## src/hw/rtl/prp_ram.sv

```systemverilog
// Generic single-port synchronous RAM with a registered read.
module prp_ram #(
   parameter int DATA_W = 8,
   parameter int DEPTH = 256
) (
   input  logic                     clock,
   input  logic                     enable,
   input  logic                     write,
   input  logic [$clog2(DEPTH)-1:0] addr,
   input  logic [DATA_W-1:0]        wdata,
   output logic [DATA_W-1:0]        rdata
);

   logic [DATA_W-1:0] mem [DEPTH];
   logic [DATA_W-1:0] rdata_ff;

   always_ff @(posedge clock) begin
      if (enable) begin
         if (write) begin
            mem[addr] <= wdata;
         end else begin
            rdata_ff <= mem[addr];
         end
      end
   end

   assign rdata = rdata_ff;

endmodule

```

## config.mk

```make
export PLATFORM = sky130hd
export DESIGN_NAME = prp_ram
export DESIGN_NICKNAME = d
export VERILOG_FILES = /design/src/hw/rtl/prp_ram.sv
export SDC_FILE = /design/constraint.sdc
export NUM_CORES = 2
export LEC_CHECK = 0
export ABC_AREA = 1
export BUFFER_PORTS_ARGS = -buffer_cell sky130_fd_sc_hd__clkbuf_2
export CAP_MARGIN = 20
export CORE_UTILIZATION = 45
export CTS_BUF_LIST = sky130_fd_sc_hd__clkbuf_2
export DETAILED_ROUTE_END_ITERATION = 10
export GPL_ROUTABILITY_DRIVEN = 0
export GPL_TIMING_DRIVEN = 0
export REMOVE_ABC_BUFFERS = 1
export SYNTH_ARGS = -nofsm -noshare
export SYNTH_HDL_FRONTEND = slang
export SYNTH_SLANG_ARGS = --single-unit
```

## constraint.sdc

```tcl
create_clock -name clock -period 5.5 [get_ports clock]
set_input_delay 1.1 -clock clock [delete_from_list [all_inputs] [get_ports clock]]
set_output_delay 1.1 -clock clock [all_outputs]
set_load 0.03 [all_outputs]
```

==> impl_results.md <==
- Post-route minimum period: between 4 and 5 ns
- Synth unique cells: 14
- CP max-delay cell: nand4_1
- Worst Hold Class: input pin to flip-flop
- Worst-Skew Late Latency: 1.83 ns
- Final Hold Fails: 0
- Worst Setup Path Type: input pin to flip-flop
- P_int: around 22000 uW
- Busiest grt layer: met2
- Clock Power Share: roughly a third
- CP bufs+invs: 8
- Slew HR: 17.52%
- Largest net degree at the start of global routing: between 100 and 150
- WL/cell: around 20 um
- CP max stage delay: ~0.86 ns
- H-tree depth: 6
- Post-CTS Setup Inserts: 0
- M1 GR Usage: 30.04%
- Vias post-DR: 56180
- Synthesized area per cell: between 10 and 15 um2
- Sw Share: between 20 and 30%
- Detailed Route Iter0 Violations: about 5000
- Synth-to-Final Area Change: 9.376%
- Number of port buffers: 26
- CP dominant cell by count: buf_16
- Vias per inst: roughly 5
- GRT Util Overall: 22.72%
- Comb pwr share: 6.3%
- Drt first pass iters: 7
- Worst Hold Margin: 0.2958 ns
- Chip width: approximately 440 um
- Sequential share of power: about three fifths
- Power per cell area: 312.0 nW/um2
- Post-synthesis cell area: between 80000 and 90000 um2
- Met2 usage: a little under two fifths
- Post-DRT Antenna Nets: 0
- Syn Inst Count: around 8000
- Proportion of layout cells with a drive suffix above 1: 10.81%
- Fmax: between 200 and 250 MHz
- RSZ-0062 raised after global routing: false
- Die area: approximately 190000 um2
- Fin crit share: roughly 86%
- Max-cap violations: 0
- Vias in the first global route: approximately 55000
- TritonCTS sink count: just over 2000
- Yosys Warn Count: 0
- Outcome: finished, final reports clean
- Leakage: between 0.03 and 0.04 uW
- Delay-heaviest family, CP: buffers and inverters
- CTS Buffer Depth: 4
- Initial antenna violation count: 6
- CP Depth: 10
- CTS Hold Bufs: 17
- CTS root buf: clkbuf_2
- Initial core utilization: a little under half
- Placed Cells: between 10000 and 15000
- TritonCTS clock tree: done
- Residual DRC count: 0
- Maximum VDD drop: around 0.00024 V
- PostCTS Resize Cnt: 0
- Sequential area share after synthesis: between 70 and 80%
- Kind of end point of the critical path: flip-flop
- Number of fillers in the final layout: between 15000 and 20000
- Final Power: approximately 29000 uW
- FF+latch count, synth: 2056
- Total CTS buffers: 541
- Core area: between 150000 and 200000 um2
- Remaining Overflow, GRT: 0
- Final Max Tran Viols: 0
- Hold Path Depth: 8
- Worst path arrival time: approximately 6 ns
- Met3 GRT Util: 4.798%
- Post-Route WL: about 220 mm
- Site Rows: approximately 160
- Post-place setup slack: -0.9847 ns
- Crit-path cells: clkbuf_8 -> buf_16 -> buf_16 -> buf_16 -> inv_8 -> buf_16 -> nand4_1 -> buf_8 -> buf_8 -> nor2_1
- CP max FO: roughly 140
- Final layout net count: around 8200
- Chip height: 436.2 um
- Psw: between 7000 and 8000 uW
- Non-Filler Instances: between 10000 and 15000
- Setup WS post-layout: 0.7659 ns
- DP HPWL: ~120 mm
- Measured slew at the worst slew-check pin: ~1.2 ns
- Clk_skew: 0.1454 ns
- CP required: slightly below 7 ns
- Setup TNS: 0 ns
- Worst Reg2Reg Path Length in Cells: 13
- Nature of the critical path startpoint: input pin
- Clock-pin transition on the worst setup and hold timing paths: ~0.090 ns
- First-pass GRT wire length: roughly 330 mm
- Final setup vio count: 0
- Total I/O pin count: 27
## metal layers
layer  share of wire, %  vias to the layer above
met1                 42                    26900
met2                 48                     1871
met3                7.1                      347
met4                2.9                        4
met5              0.099                        -
li1                   -                    27060
## synthesized netlist by cell type
master,count,share of area (%)
nand2_1,4695,21
clkbuf_1,161,0.71
nand4_1,40,0.29
clkinv_1,2,0.0089
o21ai_1,128,0.76
nor2_1,345,1.5
buf_1,35,0.15
inv_2,3,0.013
edfxtp_1,2056,73
buf_4,5,0.044
inv_1,11,0.049
nand3_1,256,1.5
buf_2,214,1.3
buf_6,9,0.12
## cell type report
class	instances	area [um2]	area share (%)
antenna	5	12.51	0.01348
clock buffer	763	3819	4.115
clock inverter	93	493.0	0.5313
inverter	16	92.59	0.09978
multi-input combinational	5464	21210	22.85
sequential	2056	61740	66.54
tap	2480	3103	3.344
timing repair buffer	129	2325	2.505
## stage by stage
step / cell area [um2] / utilization [%]
2_1_floorplan: 82890 / -
3_3_place_gp: 86120 / 46.20
3_5_place_dp: 88290 / 47.36
4_1_cts: 92780 / 49.77
5_1_grt: 92780 / 49.77
6_report: 92790 / 49.77
## worst paths after layout
path	endpoint	slack, ns	startpoint
setup / recovery	mem[36][0]$_DFFE_PP_	0.77	addr[0]
hold / removal	rdata[0]$_DFFE_PP_	0.30	addr[4]
setup reg to reg	rdata[7]$_DFFE_PP_	2.93	mem[135][7]$_DFFE_PP_
hold reg to reg	rdata[0]$_DFFE_PP_	0.97	mem[170][0]$_DFFE_PP_
## registers in the layout (all words and copies together), names as in the netlist
| register | count |
|---|---|
| rdata | 8 |
| mem | 2048 |
## power by group through the flow
stage               combinational [uW]  clock, uW  sequential, uW
floorplan                          986          0           17600
global placement                  2100          0           17700
detailed placement                1820          0           17600
CTS                               1840      10200           17200
global route                      2020      10900           17200
finish                            1830       9870           17200
## cells by family (layout without fill, tap and decap cells)
| family | count (synthesis) | after routing | share of synthesized area, % |
|---|---|---|---|
| buffers and inverters | 440 | 1001 | 2.364 |
| other | 0 | 5 | 0 |
| flip-flops | 2056 | 2056 | 72.78 |
| AND/OR/NAND/NOR | 5336 | 5336 | 24.11 |
| AO/OA/AOI/OAI | 128 | 128 | 0.7551 |
## cells in the final DEF (no fill, tap or decap), types with 4 or more instances in the layout
master	n
nand2_1	4695
edfxtp_1	2056
clkbuf_2	779
nor2_1	339
nand3_1	248
o21ai_1	128
clkinv_1	67
buf_16	43
nand4_1	40
buf_12	23
buf_8	18
dlygate4sd3_1	17
inv_2	14
inv_1	10
clkbuf_8	10
clkinv_2	7
nor2_4	6
diode_2	5
bufinv_16	5
nand3_4	4
nand3_2	4
## worst reg2reg max path, delay by kind of cell, from the launching register on
kind	cells	cell delay [ns]
AND/OR/NAND/NOR	11	1.07
AO/OA/AOI/OAI	1	0.30
flip-flops	1	0.37
buffers and inverters	1	0.55
No activity file was read; power rests on OpenSTA's default activity.
