`config.mk`:
```
export PLATFORM = sky130hd
export DESIGN_NAME = prp_divider
export DESIGN_NICKNAME = d
export VERILOG_FILES = /design/src/hw/rtl/prp_pkg.sv /design/src/hw/rtl/prp_divider.sv
export SDC_FILE = /design/constraint.sdc
export NUM_CORES = 1
export LEC_CHECK = 0
export BUFFER_PORTS_ARGS = -buffer_cell sky130_fd_sc_hd__buf_2
export CAP_MARGIN = 20
export CELL_PAD_IN_SITES_DETAIL_PLACEMENT = 1
export CELL_PAD_IN_SITES_GLOBAL_PLACEMENT = 1
export CORE_ASPECT_RATIO = 0.5
export CORE_MARGIN = 2
export CORE_UTILIZATION = 40
export CTS_BUF_LIST = sky130_fd_sc_hd__clkbuf_2 sky130_fd_sc_hd__clkbuf_4 sky130_fd_sc_hd__clkbuf_8
export DETAILED_ROUTE_END_ITERATION = 6
export PLACE_DENSITY_LB_ADDON = 0.3
export SLEW_MARGIN = 15
export SYNTH_ARGS = -nofsm -noshare
export SYNTH_HDL_FRONTEND = slang
export SYNTH_SLANG_ARGS = --single-unit
```
`constraint.sdc`:
```
create_clock -name clock -period 2.44 [get_ports clock]
set_input_delay 0.366 -clock clock [delete_from_list [all_inputs] [get_ports clock]]
set_output_delay 0.366 -clock clock [all_outputs]
set_load 0.005 [all_outputs]
```
`src/hw/rtl/prp_pkg.sv`:
```
// Shared constants and types of the partial random permutation block.
package prp_pkg;

   localparam int MAX_ELEMENTS = 1024;
   localparam int IDX_W = $clog2(MAX_ELEMENTS);
   localparam int SIZE_W = IDX_W + 1;
   localparam int WORD_W = 31;
   localparam int STEP_W = $clog2(WORD_W);
   localparam int EPOCH_W = 8;
   localparam int RAM_W = EPOCH_W + IDX_W;
   localparam int CSR_ADDR_W = 3;
   localparam int CSR_DATA_W = 32;

   localparam logic CSR_PERM_SIZE = 1'b0;
   localparam logic CSR_PICK_COUNT = 1'b1;

   typedef struct packed {
      logic              done;
      logic [SIZE_W-1:0] remainder;
   } div_status_type;

endpackage

```
`src/hw/rtl/prp_divider.sv`:
```
// Bit-serial restoring remainder unit: one dividend bit per cycle.
module prp_divider (
   input  logic                                 clock,
   input  logic                                 reset,
   input  logic                                 start,
   input  logic [prp_pkg::WORD_W-1:0]           dividend,
   input  logic [prp_pkg::SIZE_W-1:0]           divisor,
   output prp_pkg::div_status_type              status
);

   logic                               running_ff, running_in;
   logic [prp_pkg::STEP_W-1:0]         count_ff, count_in;
   logic [prp_pkg::WORD_W-1:0]         dividend_ff, dividend_in;
   logic [prp_pkg::SIZE_W-1:0]         divisor_ff, divisor_in;
   logic [prp_pkg::SIZE_W-1:0]         rem_ff, rem_in;
   logic [prp_pkg::SIZE_W:0]           shifted;
   logic [prp_pkg::SIZE_W:0]           diff;

   always_comb begin
      shifted = {rem_ff, dividend_ff[prp_pkg::WORD_W-1]};
      diff = shifted - {1'b0, divisor_ff};
      running_in = running_ff;
      count_in = count_ff;
      dividend_in = dividend_ff;
      divisor_in = divisor_ff;
      rem_in = rem_ff;
      if (start) begin
         running_in = 1'b1;
         count_in = prp_pkg::STEP_W'(prp_pkg::WORD_W - 1);
         dividend_in = dividend;
         divisor_in = divisor;
         rem_in = '0;
      end else if (running_ff) begin
         dividend_in = {dividend_ff[prp_pkg::WORD_W-2:0], 1'b0};
         if (shifted >= {1'b0, divisor_ff}) begin
            rem_in = diff[prp_pkg::SIZE_W-1:0];
         end else begin
            rem_in = shifted[prp_pkg::SIZE_W-1:0];
         end
         if (count_ff == '0) begin
            running_in = 1'b0;
         end else begin
            count_in = count_ff - 1'b1;
         end
      end
   end

   always_ff @(posedge clock) begin
      if (reset) begin
         running_ff <= 1'b0;
         count_ff <= '0;
      end else begin
         running_ff <= running_in;
         count_ff <= count_in;
      end
      dividend_ff <= dividend_in;
      divisor_ff <= divisor_in;
      rem_ff <= rem_in;
   end

   assign status.done = ~running_ff;
   assign status.remainder = rem_ff;

endmodule

```
==> results of run 1 <==
-- flip-flops by register name, indices dropped and copies added, names as in the netlist --
name         cells
dividend_ff     31
running_ff       1
divisor_ff      11
count_ff         5
rem_ff          11
-- cell type report --
class | count | area (sq um) | share of cell area
Sequential cell | 59 | 1600 | 0.438
Multi-Input combinational cell | 160 | 1270 | 0.348
Timing Repair Buffer | 73 | 408 | 0.112
Clock buffer | 10 | 131 | 0.0359
Tap cell | 92 | 115 | 0.0315
Inverter | 19 | 71.3 | 0.0195
Clock inverter | 6 | 56.3 | 0.0154
-- per-layer routing --
layer	global-route usage	up-vias	share of wire	wire [um]
met5	0	-	0	0
li1	-	1056	-	-
met1	0.220	1072	0.45	3120
met2	0.309	52	0.48	3380
met4	0.0806	0	0.016	114
met3	0.0628	12	0.055	388
-- power by group --
part	internal (uW)	total, uW	switching, uW
clock	472	858	386
combinational	186	379	193
sequential	1180	1210	37.2
-- critical path, delay by kind of cell, from the launching register on --
kind,cells,cell delay (ns)
AO/OA/AOI/OAI,5,0.96
adder cells (fa/ha/maj),2,0.59
buffers and inverters,2,0.28
flip-flops,1,0.42
AND/OR/NAND/NOR,1,0.17
-- worst max path at each step --
stage          cells past startpoint                       from                     end  slack, ns
3_5_place_dp                       9  dividend_ff[30]$_DFFE_PP_  rem_ff[6]$_SDFFE_PP0P_      -0.03
4_1_cts                            9  dividend_ff[30]$_DFFE_PP_  rem_ff[6]$_SDFFE_PP0P_      0.001
3_3_place_gp                       9  dividend_ff[30]$_DFFE_PP_  rem_ff[6]$_SDFFE_PP0P_       0.07
6_report                          10    divisor_ff[0]$_DFFE_PP_  rem_ff[0]$_SDFFE_PP0P_      -0.08
2_1_floorplan                     10  dividend_ff[30]$_DFFE_PP_  rem_ff[6]$_SDFFE_PP0P_      0.002
5_1_grt                            8    divisor_ff[0]$_DFFE_PP_  rem_ff[6]$_SDFFE_PP0P_      -0.16
-- logic make-up (layout without fill, tap and decap cells) --
| family | Yosys count | count (layout) | share of synthesized area |
|---|---|---|---|
| xor gates and xnor gates | 7 | 7 | 0.0210 |
| and+or+nand+nor | 51 | 51 | 0.0856 |
| AOI/OAI and AO/OA | 56 | 56 | 0.126 |
| muxes | 33 | 33 | 0.127 |
| buffers and inverters | 25 | 108 | 0.0347 |
| DFF | 59 | 59 | 0.548 |
| adders and majority gates | 13 | 13 | 0.0582 |
-- cells in the final DEF (no fill, tap or decap), types with 2 or more instances in the layout --
cell type | netlist | routed
buf_2 | 0 | 56
edfxtp_1 | 42 | 42
mux2_2 | 32 | 32
inv_1 | 19 | 19
nor2_1 | 17 | 17
dfxtp_1 | 17 | 17
buf_4 | 0 | 17
a21oi_1 | 17 | 16
nand2_1 | 13 | 13
o21ai_0 | 15 | 12
ha_1 | 12 | 11
clkbuf_8 | 0 | 9
xnor2_1 | 5 | 5
nor3_1 | 4 | 4
o21a_1 | 4 | 4
o21ai_1 | 0 | 3
a22o_1 | 3 | 3
a211oi_1 | 3 | 3
clkinv_1 | 0 | 3
nand3_1 | 2 | 2
nand4_1 | 2 | 2
or3_1 | 2 | 2
o211ai_1 | 2 | 2
nor2b_1 | 2 | 2
a21o_1 | 2 | 2
xor2_1 | 2 | 2
clkinvlp_4 | 0 | 2
-- through the flow --
stage          area [sq um]  hold slack [ns]  std cells
2_1_floorplan          2930            0.435        244
6_report               3660            0.196        419
3_3_place_gp           3380            0.488        397
5_1_grt                3660            0.179        419
3_5_place_dp           3380            0.506        397
4_1_cts                3580            0.185        415
-- repair_timing --
item                                    4_1_cts  5_1_grt
pin swaps                                     1        8
endpoints found under the setup margin        2        9
gates resized for setup                       0       10
setup buffers                                 2        4
==> flow_summary.ini, run 1 <==
[status]
outcome = finished, violations left
failed_checks = negative setup slack

[setup_path]
worst-path-max-fanout = 4
slowest_stage = edfxtp_1
slowest_delay_ns = 0.42
cp-end-kind = register
startpoint_type = register
crit_arrival_ns = 2.76
crit_type = reg -> reg
crit_path_cell_trace = ha_4 -> fa_2 -> nand2b_4 -> o2bb2ai_4 -> a211o_1 -> buf_4 -> buf_4 -> a21oi_1 -> a211oi_1 -> a211oi_1
rrSetupSlack_ns = -0.08
r2r_start = divisor_ff[0]$_DFFE_PP_
cp_data_required_time_ns = 2.68
worst_r2r_path_depth = 10
rr_endpoint = rem_ff[0]$_SDFFE_PP0P_

[power]
peakVddDrop_mv = 0.286
total_power_uw = 2450
power.density_nw_per_um2 = 670
leakagePower_uw = 0.00154

[yosys]
synth_common_cells = 42 x edfxtp_1, 32 x mux2_2, 19 x inv_1
synth_area_sq_um = 2920
yosys_register_bits = 59
synth.net_count = 302
synth_edf_count = 42
ys.flop_type = edfxtp_1
async_flop_share = 0
synthTopCellsByArea = edfxtp_1 43%, mux2_2 12%, dfxtp_1 12%
ys_types = 44
synth_largest_area_cell = edfxtp_1
synthCells = 244
yosys_warnings = 0
synth_top_area_share = 0.431
yosysSeqAreaShare = 0.548
synth_most_common_cell = edfxtp_1
syn_avg_cell_area_sq_um = 12.0

[clock_network]
cts_max_level = 3
clk_latency_ns = 0.34
cts_made_buffers = 9
clock_sinks = 59
cts_max_path_buffers = 2
clk_pin_slew_ns = 0.07
tritoncts = built
cts-root-buf = clkbuf_8
cts_hold_buf = 0

[sta]
max_freq_mhz = 397
hold_viol = 0
rsz0062_at_grt = yes
clock-skew-final_ns = 0.00668
fin_crit_ns = 2.52
finalSetupViolations = 3
finalWorstSetupSlack_ns = -0.0803
period_share = 1.03
maxSlewViolCount = 0
tns_ns = -0.166
relSlewSlack = 0.585
worst_pin_slew_ns = 0.615

[layout]
drive_above_1_share = 0.394
area_growth_pct = 25.1
fin_nets = 380
fillers = 784
final_util = 0.531
n_antenna_cell = 0

[route]
drcViolationCount = 0
drtAntennaViolNets = 0
drt_iter0_drc = 59
viasPerCell = 5.23
wl_um = 7000
wl_per_cell_um = 16.7
drtPass1Iterations = 4
via_count = 2192

[floorplan]
coreArea_sq_um = 6880
ios = 57
dieArea_sq_um = 8050
die_x_um = 125
fp.dieH_um = 64.5
initial_core_util = 0.425
rows = 21

[min_path]
hold_start = divisor[0]
hold_depth = 1
hp-class = in -> reg
worstHoldEndpoint = divisor_ff[0]$_DFFE_PP_

[place]
post-dp-hpwl_um = 5020
dp_worst_setup_slack_ns = -0.0288
gp_congestion = 0.898
io_buffer_count = 56

[grt]
grt_max_degree = 32
grt_pass1_wl_um = 11500
grt_overflow = 0
antenna_found_initial = 0
grt_pass1_vias = 2339
track_usage = 0.185

[job]
cap_violations = 0
Power figures use the tool's default switching activity.
==> run 2: changes to the inputs <==
Settings changed: SLEW_MARGIN 15 to default.
Clock period 2.44 ns to 2.6 ns, I/O delays scaled along.
==> run 2 against run 1 <==
Against the previous run:
- the flow now finishes without violations
- sequential power fell by 6%
- final cell count fell by 0.24%
- first-iteration DRC count up 42%
- clock power shrank 2.6%
- design area decreased by 0.72%
- fmax is 0.79% lower
- via count fell by 0.68%
- count of clock-buffer cells in the layout unchanged
- largest power group unchanged
- global-route usage down 0.58 points
==> flow_summary.ini, run 2 (synthesis results as in run 1) <==
[layout]
fin_nets = 379
largest_register_ffs = 31
regMostFlops = dividend_ff
drive_above_1_share = 0.393
fin_cells = 418
area_growth_pct = 24.2
reg_top3 = dividend_ff x31, divisor_ff x11, rem_ff x11
final_util = 0.527
final_common_cell = buf_2
n_antenna_cell = 0
final_cell_mix = 56 x buf_2, 42 x edfxtp_1, 32 x mux2_2, 19 x inv_1

[clock_network]
tritoncts = built
clk_pin_slew_ns = 0.07
cts_max_path_buffers = 2
cts_max_level = 3
clk_latency_ns = 0.35
cts_made_buffers = 9
cts-root-buf = clkbuf_8
clock_sinks = 59

[place]
placedCellCount = 394
io_buffer_count = 56
dp_worst_setup_slack_ns = 0.0636
gp_congestion = 0.855
post-dp-hpwl_um = 4770

[route]
viasPerCell = 5.21
drtAntennaViolNets = 0
wl_per_cell_um = 16.3
via_count = 2177
drcViolationCount = 0
drtPass1Iterations = 4
wl_um = 6800
drt_iter0_drc = 84

[floorplan]
coreArea_sq_um = 6880
dieArea_sq_um = 8050
initial_core_util = 0.425
die_x_um = 125
rows = 21
fp.dieH_um = 64.5
ios = 57

[setup_path]
startpoint_type = register
cp_data_required_time_ns = 2.86
critPathTopFamily = compound AO/OA/AOI/OAI gates
crit_arrival_ns = 2.80
path_buf_inv = 1
cp-end-kind = register
slowest_delay_ns = 0.40
slowest_stage = fa_2
crit_path_cell_trace = inv_1 -> ha_2 -> fa_2 -> nand2b_4 -> o2bb2ai_4 -> a211o_1 -> and2_4 -> or3b_1 -> a211oi_2
crit_type = reg -> reg
worst-path-max-fanout = 5

[power]
p_switching_uw = 590
p_int_uw = 1730
comb_power_share = 0.149
peakVddDrop_mv = 0.376
power.share.sequential = 0.491
total_power_uw = 2320
leakagePower_uw = 0.00154
power.density_nw_per_um2 = 638
switching_share = 0.255
clkPwrFrac = 0.361

[sta]
finalWorstSetupSlack_ns = 0.0597
hold_viol = 0
fin_crit_ns = 2.54
clock-skew-final_ns = 0.0101
relSlewSlack = 0.597
worst_pin_slew_ns = 0.598
tns_ns = 0
period_share = 0.977
max_freq_mhz = 394
finalSetupViolations = 0
rsz0062_at_grt = yes
maxSlewViolCount = 0

[grt]
grt_pass1_vias = 2225
grt_max_degree = 32
track_usage = 0.179
grt_overflow = 0
grt_pass1_wl_um = 10800
antenna_found_initial = 0

[status]
outcome = completed

[job]
cap_violations = 0

[min_path]
hp-class = in -> reg
[run 2: final cells by class]
cell class / instances / area, sq um
multi-input cells: 160 / 1240
clock buffers: 10 / 131
well taps: 92 / 115
flip-flops and latches: 59 / 1600
inverters: 19 / 71.3
repair buffers: 72 / 400
fillers: 763 / 3250
clock inverters: 6 / 67.6
[run 2: layer usage]
layer	vias up	track usage	share of wire	wire length, um
met5	-	0	0	0
met2	59	0.297	0.48	3260
met1	1049	0.209	0.44	2960
li1	1058	-	-	-
met3	11	0.0743	0.069	467
met4	0	0.0708	0.016	110
[run 2: what timing repair did]
action,CTS,global route
endpoints found under the hold margin,0,0
setup buffers,0,8
hold buffers,0,0
resized for setup,0,4
setup endpoints to repair,0,3
[run 2: path summary, 6_finish.rpt]
check | start | end | slack, ns | cells past startpoint
setup / recovery | dividend_ff[30]$_DFFE_PP_ | rem_ff[6]$_SDFFE_PP0P_ | 0.06 | 9
hold / removal | divisor[0] | divisor_ff[0]$_DFFE_PP_ | 0.21 | 1
setup reg to reg | dividend_ff[30]$_DFFE_PP_ | rem_ff[6]$_SDFFE_PP0P_ | 0.06 | 9
hold reg to reg | rem_ff[8]$_SDFFE_PP0P_ | rem_ff[8]$_SDFFE_PP0P_ | 0.50 | 2
[run 2: per-stage QoR]
step	hold slack [ns]	cell area, sq um
floorplan	0.459	2920
finish	0.213	3630
global route	0.191	3630
detailed placement	0.502	3350
global placement	0.491	3350
CTS	0.188	3550
[run 2: power groups by stage]
| stage | Combinational (uW) | Clock [uW] | Sequential (uW) |
|---|---|---|---|
| global placement | 307 | 0 | 1150 |
| global route | 384 | 914 | 1150 |
| floorplan | 217 | 0 | 1150 |
| detailed placement | 320 | 0 | 1160 |
| CTS | 322 | 870 | 1140 |
| finish | 345 | 836 | 1140 |
[run 2: worst reg2reg max path, stage by stage (launching register included)]
cell	delay [ns]
edfxtp_1	0.35
inv_1	0.05
ha_2	0.20
fa_2	0.40
nand2b_4	0.16
o2bb2ai_4	0.14
a211o_1	0.37
and2_4	0.19
or3b_1	0.36
a211oi_2	0.23
==> run 3: changes to the inputs <==
Settings changed: CORE_ASPECT_RATIO 0.5 to 0.75.
==> run 3 against run 2 <==
Against the previous run:
- design area shrank 1.2%
- clock power shrank 1%
- non-clock buffer count down 9
- sequential share of layout area rose by 0.52 points
- worst hold slack gained 0.0064 ns
- sequential power barely moved
- highest routed layer unchanged
- via count is 2.9% lower
- final cell count down 0.72%
- largest cell class unchanged
- worst setup slack improved by 0.029 ns
- total power is 0.48% lower
- global-route usage increased by 1.2 points
==> flow_summary.ini, run 3 (synthesis results as in run 1) <==
[sta]
worst_pin_slew_ns = 0.693
period_share = 0.966
fin_crit_ns = 2.51
relSlewSlack = 0.533
timing.hold.ws_ns = 0.220
maxSlewViolCount = 0
hold_viol = 0
clock-skew-final_ns = 0.00521
tns_ns = 0
rsz0062_at_grt = no
max_freq_mhz = 398
finalSetupViolations = 0
finalWorstSetupSlack_ns = 0.0888

[route]
wl_um = 6900
drt_iter0_drc = 68
viasPerCell = 5.09
drtAntennaViolNets = 0
drtPass1Iterations = 4
wl_per_cell_um = 16.6
drcViolationCount = 0
via_count = 2114

[status]
outcome = completed

[clock_network]
tritoncts = built
cts-root-buf = clkbuf_8
clk_latency_ns = 0.34
cts_max_path_buffers = 2
cts_max_level = 3
clk_pin_slew_ns = 0.07
cts_made_buffers = 9
clock_sinks = 59

[power]
total_power_uw = 2310
leakagePower_uw = 0.00150
power.density_nw_per_um2 = 643
peakVddDrop_mv = 0.285

[layout]
reg_top3 = dividend_ff x31, divisor_ff x11, rem_ff x11
drive_above_1_share = 0.379
final_common_cell = buf_2
regMostFlops = dividend_ff
area_growth_pct = 22.7
stdcell_area_sq_um = 3590
fin_nets = 370
final_cell_mix = 56 x buf_2, 42 x edfxtp_1, 32 x mux2_2, 19 x inv_1
largest_register_ffs = 31
n_antenna_cell = 0

[place]
io_buffer_count = 56
post-dp-hpwl_um = 4810
dp_worst_setup_slack_ns = 0.0563
gp_congestion = 0.841
dpl_cell_area_sq_um = 3350

[min_path]
hp-class = in -> reg

[setup_path]
worst-path-max-fanout = 7
startpoint_type = register
cp-end-kind = register
crit_arrival_ns = 2.78
r2r_start = dividend_ff[30]$_DFFE_PP_
cp_data_required_time_ns = 2.86
crit_type = reg -> reg
rr_endpoint = rem_ff[6]$_SDFFE_PP0P_
crit_path_start = dividend_ff[30]$_DFFE_PP_
cp-endpoint = rem_ff[6]$_SDFFE_PP0P_
rrSetupSlack_ns = 0.09
worst_r2r_path_depth = 9

[floorplan]
ios = 57
initial_core_util = 0.422
dieArea_sq_um = 8020
rows = 26
coreArea_sq_um = 6930
die_x_um = 103
fp.dieH_um = 78.0

[grt]
antenna_found_initial = 0
grt_max_degree = 36
track_usage = 0.190
grt_pass1_vias = 2196
grt_pass1_wl_um = 11300
grt_overflow = 0

[job]
cap_violations = 0
run 3: report_power, final:
part / switching, uW / internal, uW
clock network: 369 / 459
logic: 177 / 163
registers: 34.9 / 1100
run 3: worst max-delay path, cell delays in order (launching register included):
cell       delay (ns)
edfxtp_1         0.34
inv_1            0.05
ha_2             0.21
fa_2             0.39
nand2b_4         0.16
o2bb2ai_4        0.15
a211o_4          0.37
and2_4           0.18
or3b_4           0.37
a211oi_2         0.20
run 3: layout make-up:
| type | count | area (sq um) |
|---|---|---|
| Multi-Input combinational cell | 160 | 1250 |
| Inverter | 19 | 71.3 |
| Clock buffer | 11 | 139 |
| Timing Repair Buffer | 63 | 345 |
| Tap cell | 98 | 123 |
| Clock inverter | 5 | 53.8 |
| Sequential cell | 59 | 1600 |
| Fill cell | 762 | 3340 |
run 3: worst min path at each step:
stage,slack (ns),from,cells after the start,end
after floorplan,0.46,reset,1,count_ff[2]$_SDFFE_PP0P_
after global placement,0.49,count_ff[4]$_SDFFE_PP0P_,2,count_ff[4]$_SDFFE_PP0P_
after detailed placement,0.49,rem_ff[8]$_SDFFE_PP0P_,2,rem_ff[8]$_SDFFE_PP0P_
after CTS,0.20,divisor[0],1,divisor_ff[0]$_DFFE_PP_
after global routing,0.20,divisor[2],1,divisor_ff[2]$_DFFE_PP_
final,0.22,divisor[0],1,divisor_ff[0]$_DFFE_PP_
run 3: per-layer routing:
metal,up-vias,global-route usage,wire (um)
met5,-,0,0
met4,0,0.0640,72
met3,6,0.0597,319
met2,38,0.284,3170
met1,1032,0.262,3340
li1,1038,-,-
run 3: stage by stage:
| stage | instances | util |
|---|---|---|
| 5_1_grt | 415 | 0.518 |
| 6_report | 415 | 0.518 |
| 3_5_place_dp | 397 | 0.483 |
| 3_3_place_gp | 397 | 0.483 |
| 2_1_floorplan | 244 | - |
| 4_1_cts | 413 | 0.511 |
run 3: repair_timing:
item / 4_1_cts / 5_1_grt
hold buffers: 0 / 0
resized for setup: 0 / 6
endpoints found under the setup margin: 0 / 4
buffers inserted: 0 / 2
